## config.mk

```make
export PLATFORM = sky130hd
export DESIGN_NAME = pkc_key_lane
export DESIGN_NICKNAME = d
export VERILOG_FILES = /design/src/rtl/core/pkc_pkg.sv /design/src/rtl/core/pkc_key_lane.sv
export SDC_FILE = /design/constraint.sdc
export NUM_CORES = 1
export LEC_CHECK = 0
export BUFFER_PORTS_ARGS = -buffer_cell sky130_fd_sc_hd__buf_4
export CELL_PAD_IN_SITES_DETAIL_PLACEMENT = 1
export CELL_PAD_IN_SITES_GLOBAL_PLACEMENT = 1
export CORE_UTILIZATION = 14
export DETAILED_ROUTE_END_ITERATION = 10
export PLACE_DENSITY = 0.92
export SETUP_SLACK_MARGIN = 0.3
export SYNTH_ARGS = -nofsm -noshare
export SYNTH_HDL_FRONTEND = slang
export SYNTH_SLANG_ARGS = --single-unit
```

## constraint.sdc

```tcl
create_clock -name vclk -period 1.42
set_input_delay 0 -clock vclk [all_inputs]
set_output_delay 0 -clock vclk [all_outputs]
set_load 0.05 [all_outputs]
```

## src/rtl/core/pkc_pkg.sv

```systemverilog
// shared types and constants of the packed k-mer partition counter
`default_nettype none

package pkc_pkg;

  // stream geometry
  localparam int WORD_BITS   = 32;
  localparam int BASE_BITS   = 2;
  localparam int LANES       = WORD_BITS / BASE_BITS;
  localparam int KEYS        = LANES + 1;
  localparam int PREFIX_BITS = 16;
  localparam int RINDEX_BITS = 16;
  localparam int COUNT_BITS  = 32;
  localparam int TDATA_BITS  = WORD_BITS + RINDEX_BITS;
  localparam int OUT_BITS    = COUNT_BITS + RINDEX_BITS;

  localparam logic [COUNT_BITS-1:0] COUNT_MAX = '1;

  // operation codes carried in tuser
  localparam logic OP_FEED = 1'b0;
  localparam logic OP_READ = 1'b1;

  // requests from the front end to the count engine
  typedef struct packed {
    logic feed;
    logic read;
    logic out_free;
  } pkc_req_t;

  // status back from the count engine
  typedef struct packed {
    logic                  busy;
    logic                  rd_valid;
    logic [COUNT_BITS-1:0] rd_data;
  } pkc_status_t;

endpackage

`default_nettype wire

```

## src/rtl/core/pkc_key_lane.sv

```systemverilog
// one key lane: prefix match and counter slot of a 16-base key
`default_nettype none

module pkc_key_lane #(
  parameter int INDEX_BITS = 16
) (
  input  wire logic [pkc_pkg::WORD_BITS-1:0]   key,
  input  wire logic                            enable,
  input  wire logic [pkc_pkg::PREFIX_BITS-1:0] prefix,
  output logic                                 hit,
  output logic [INDEX_BITS-1:0]                slot
);

  logic [pkc_pkg::WORD_BITS-1:0] key_top;

  // top bits of the key against the partition prefix
  assign key_top = key >> INDEX_BITS;
  assign hit     = enable && (key_top == pkc_pkg::WORD_BITS'(prefix));
  assign slot    = key[INDEX_BITS-1:0];

endmodule

`default_nettype wire

```

After elaboration in Yosys (flattened, before gate mapping)
Cells that the tools add are included.

Register bits: 0. Input bits: 49. Output and inout bits: 17. Logic and storage cells: 2.

Equal/unequal tests: 1. Reduce and logical (&&, ||, !) cells: 1.

Operator list (count): 16-bit equality test (1); 1-bit logical AND (1).

Depth between registers and ports, before layout
Depth in word-level cells: 2. Depth in mapped cells: 4. Mapped depth without buffers: 4.

Least setup slack after synthesis
Ideal clock, no wire load.

Kind: input to output. From: input prefix[14] (netlist name). To: output hit. Arrival time: 1459 ps. Slack: -39 ps. Stages on the path: 4. Buffers on the path: 0. Cells stage by stage: xor2_1 > nor4_1 > nand4_1 > nor4_2.

Word-level cells in the longest chain between the ends: 2.

RTL lines: from (decl) (RTL line pkc_key_lane.sv:9) `input wire logic [pkc_pkg::PREFIX_BITS-1:0] prefix,`; 16-bit equality test (RTL line pkc_key_lane.sv:18) `assign hit = enable && (key_top == pkc_pkg::WORD_BITS'(prefix));`; 1-bit logical AND (RTL line pkc_key_lane.sv:18); to (decl) (RTL line pkc_key_lane.sv:10) `output logic hit,`.

No other way between the ends.

Final worst setup path
Same ends and word-level chain as after synthesis.

==> impl_metrics.json <==
{
  "utilization_pct": 24.1,
  "antenna_found_initial": 0,
  "setup_viol": 0,
  "vdd_drop_max_uv": 67.8,
  "post_dp_cell_area_um2": 479,
  "slowest_stage": "nor4_1",
  "ys_seq_area_share_pct": 0,
  "portBuffers": 34,
  "via_per_inst": 3.84,
  "slew-limit-headroom_pct": 85.9,
  "drv_cap": 0,
  "power_density_mw_per_mm2": 259,
  "p_int_uw": 86.3,
  "seq_cells": 0,
  "rows": 16,
  "hpwl_um": 736,
  "route.vias.total": 319,
  "grt_overflow": 0,
  "wirelength_um": 767,
  "netlist_area_um2": 302,
  "max_freq_mhz": 932,
  "clkPwrFrac_pct": 0,
  "p_leak_nw": 0.222,
  "drtIter0Drc": 0,
  "finalPower_uw": 125,
  "critPathKind": "in2out",
  "yosys_warnings": 0,
  "dieArea_mm2": 0.00234,
  "fp.coreArea_mm2": 0.00200,
  "die_w_um": 48.4,
  "cts_setup_buffers": 0,
  "outcome": "finished, final reports clean",
  "final.setup.tns_ps": 0,
  "crit_chain": "buf_4, xor2_1, nor4_1, nand4_1, nor4_4, buf_6",
  "critPathLaunch": "prefix[14]",
  "cp.required_ps": 1420,
  "cp-start-kind": "primary input",
  "drive_above_1_share_pct": 62.5,
  "dieHeight_um": 48.4,
  "post-route-period-util_pct": 75.6,
  "dr.pass1.iters": 1,
  "regArea_um2": 0,
  "power_frac_comb_pct": 100.0,
  "crit_fanout": 1,
  "grt_pass1_wl_mm": 1.17,
  "hp-class": "in2out",
  "rsz0062_at_grt": "true",
  "area_delta_synth_final_pct": 60.2,
  "cp-end-kind": "output pin",
  "layout_common_cells": "33 x buf_4, 12 x xnor2_1, 4 x xor2_1",
  "p_seq_share_pct": 0,
  "cts_hold_buf": 0,
  "syn_nets": 87,
  "fin_crit_ps": 1070,
  "ys_types": 7,
  "start_util_pct": 15.1,
  "final_common_cell": "buf_4",
  "drc": 0,
  "grt_max_degree": 2,
  "place_congestion": 0.666,
  "p_sw_uw": 38.8,
  "nClkBuffers": 0,
  "worst_pin_slew_ps": 209,
  "grt_pass1_vias": 341,
  "drtAntennaViolNets": 0,
  "cp-endpoint": "hit",
  "cp.arrival_ps": 1070,
  "pre_cts_ws_ps": 291,
  "fin_area_um2": 483,
  "nets": 107,
  "p_sw_share_pct": 31.0,
  "antenna_cells": 0,
  "avgSynthCellArea_um2": 7.94,
  "maxSlewViolCount": 0,
  "setup_slack_ps": 347,
  "grt_usage_pct": 6.06,
  "io_pins": 66,
  "hold_violations": 0,
  "wire_per_inst_um": 9.24,
  "max_stage_delay_ps": 260,
  "synthCells": 38
}
[worst max-delay path, delay by kind of cell]
kind | cells | cell delay [ps]
xor gates and xnor gates | 1 | 150
buffers and inverters | 2 | 300
and+or+nand+nor | 3 | 620
[final cells by class]
class	count	area [um2]
fillers	242	1520
multi-input cells	22	190
well taps	27	33.8
repair buffers	34	259
[power by group through the flow]
stage	sequential, mW	combinational, mW	clock, mW
6_report	0	0.125	0
5_1_grt	0	0.135	0
4_1_cts	0	0.128	0
3_5_place_dp	0	0.128	0
3_3_place_gp	0	0.124	0
2_1_floorplan	0	0.165	0
[how the worst min path moves through the flow]
stage | endpoint | start | depth (start not counted)
after detailed placement | slot[5] | key[5] | 0
after CTS | slot[5] | key[5] | 0
after floorplan | slot[0] | key[0] | 1
after global placement | slot[5] | key[5] | 0
final | slot[9] | key[9] | 0
after global routing | slot[3] | key[3] | 0
[routing by layer]
layer	global-route usage, %	vias up	share of wire, %
li1	-	144	-
met1	3.79	132	23
met2	13.8	39	51
met3	3.14	4	24
met4	1.47	0	2.2
met5	0	-	0
[per-stage QoR]
stage / std cells / hold slack, ps
4_1_cts: 83 / 0.341
3_5_place_dp: 83 / 0.341
3_3_place_gp: 83 / 0.341
6_report: 83 / 0.0186
5_1_grt: 83 / 0.0641
2_1_floorplan: 38 / 167
[cells in the mapped netlist]
master,number,area share (%)
buf_4,16,40
nor4_2,1,4.1
nand2_1,1,1.2
xnor2_1,12,35
nand4_1,3,6.2
nor4_1,1,2.1
xor2_1,4,12
[cells by family after synthesis]
kind of cell	after synthesis	synth area share (%)
and+or+nand+nor	6	13.7
buffers and inverters	16	39.8
xor gates and xnor gates	16	46.5
[repair_timing]
action / 4_1_cts / 5_1_grt
hold endpoints to repair: 0 / 0
gates resized for setup: 1 / 0
setup endpoints to repair: 1 / 1
pin swaps: 1 / 0
Power figures use the tool's default switching activity.
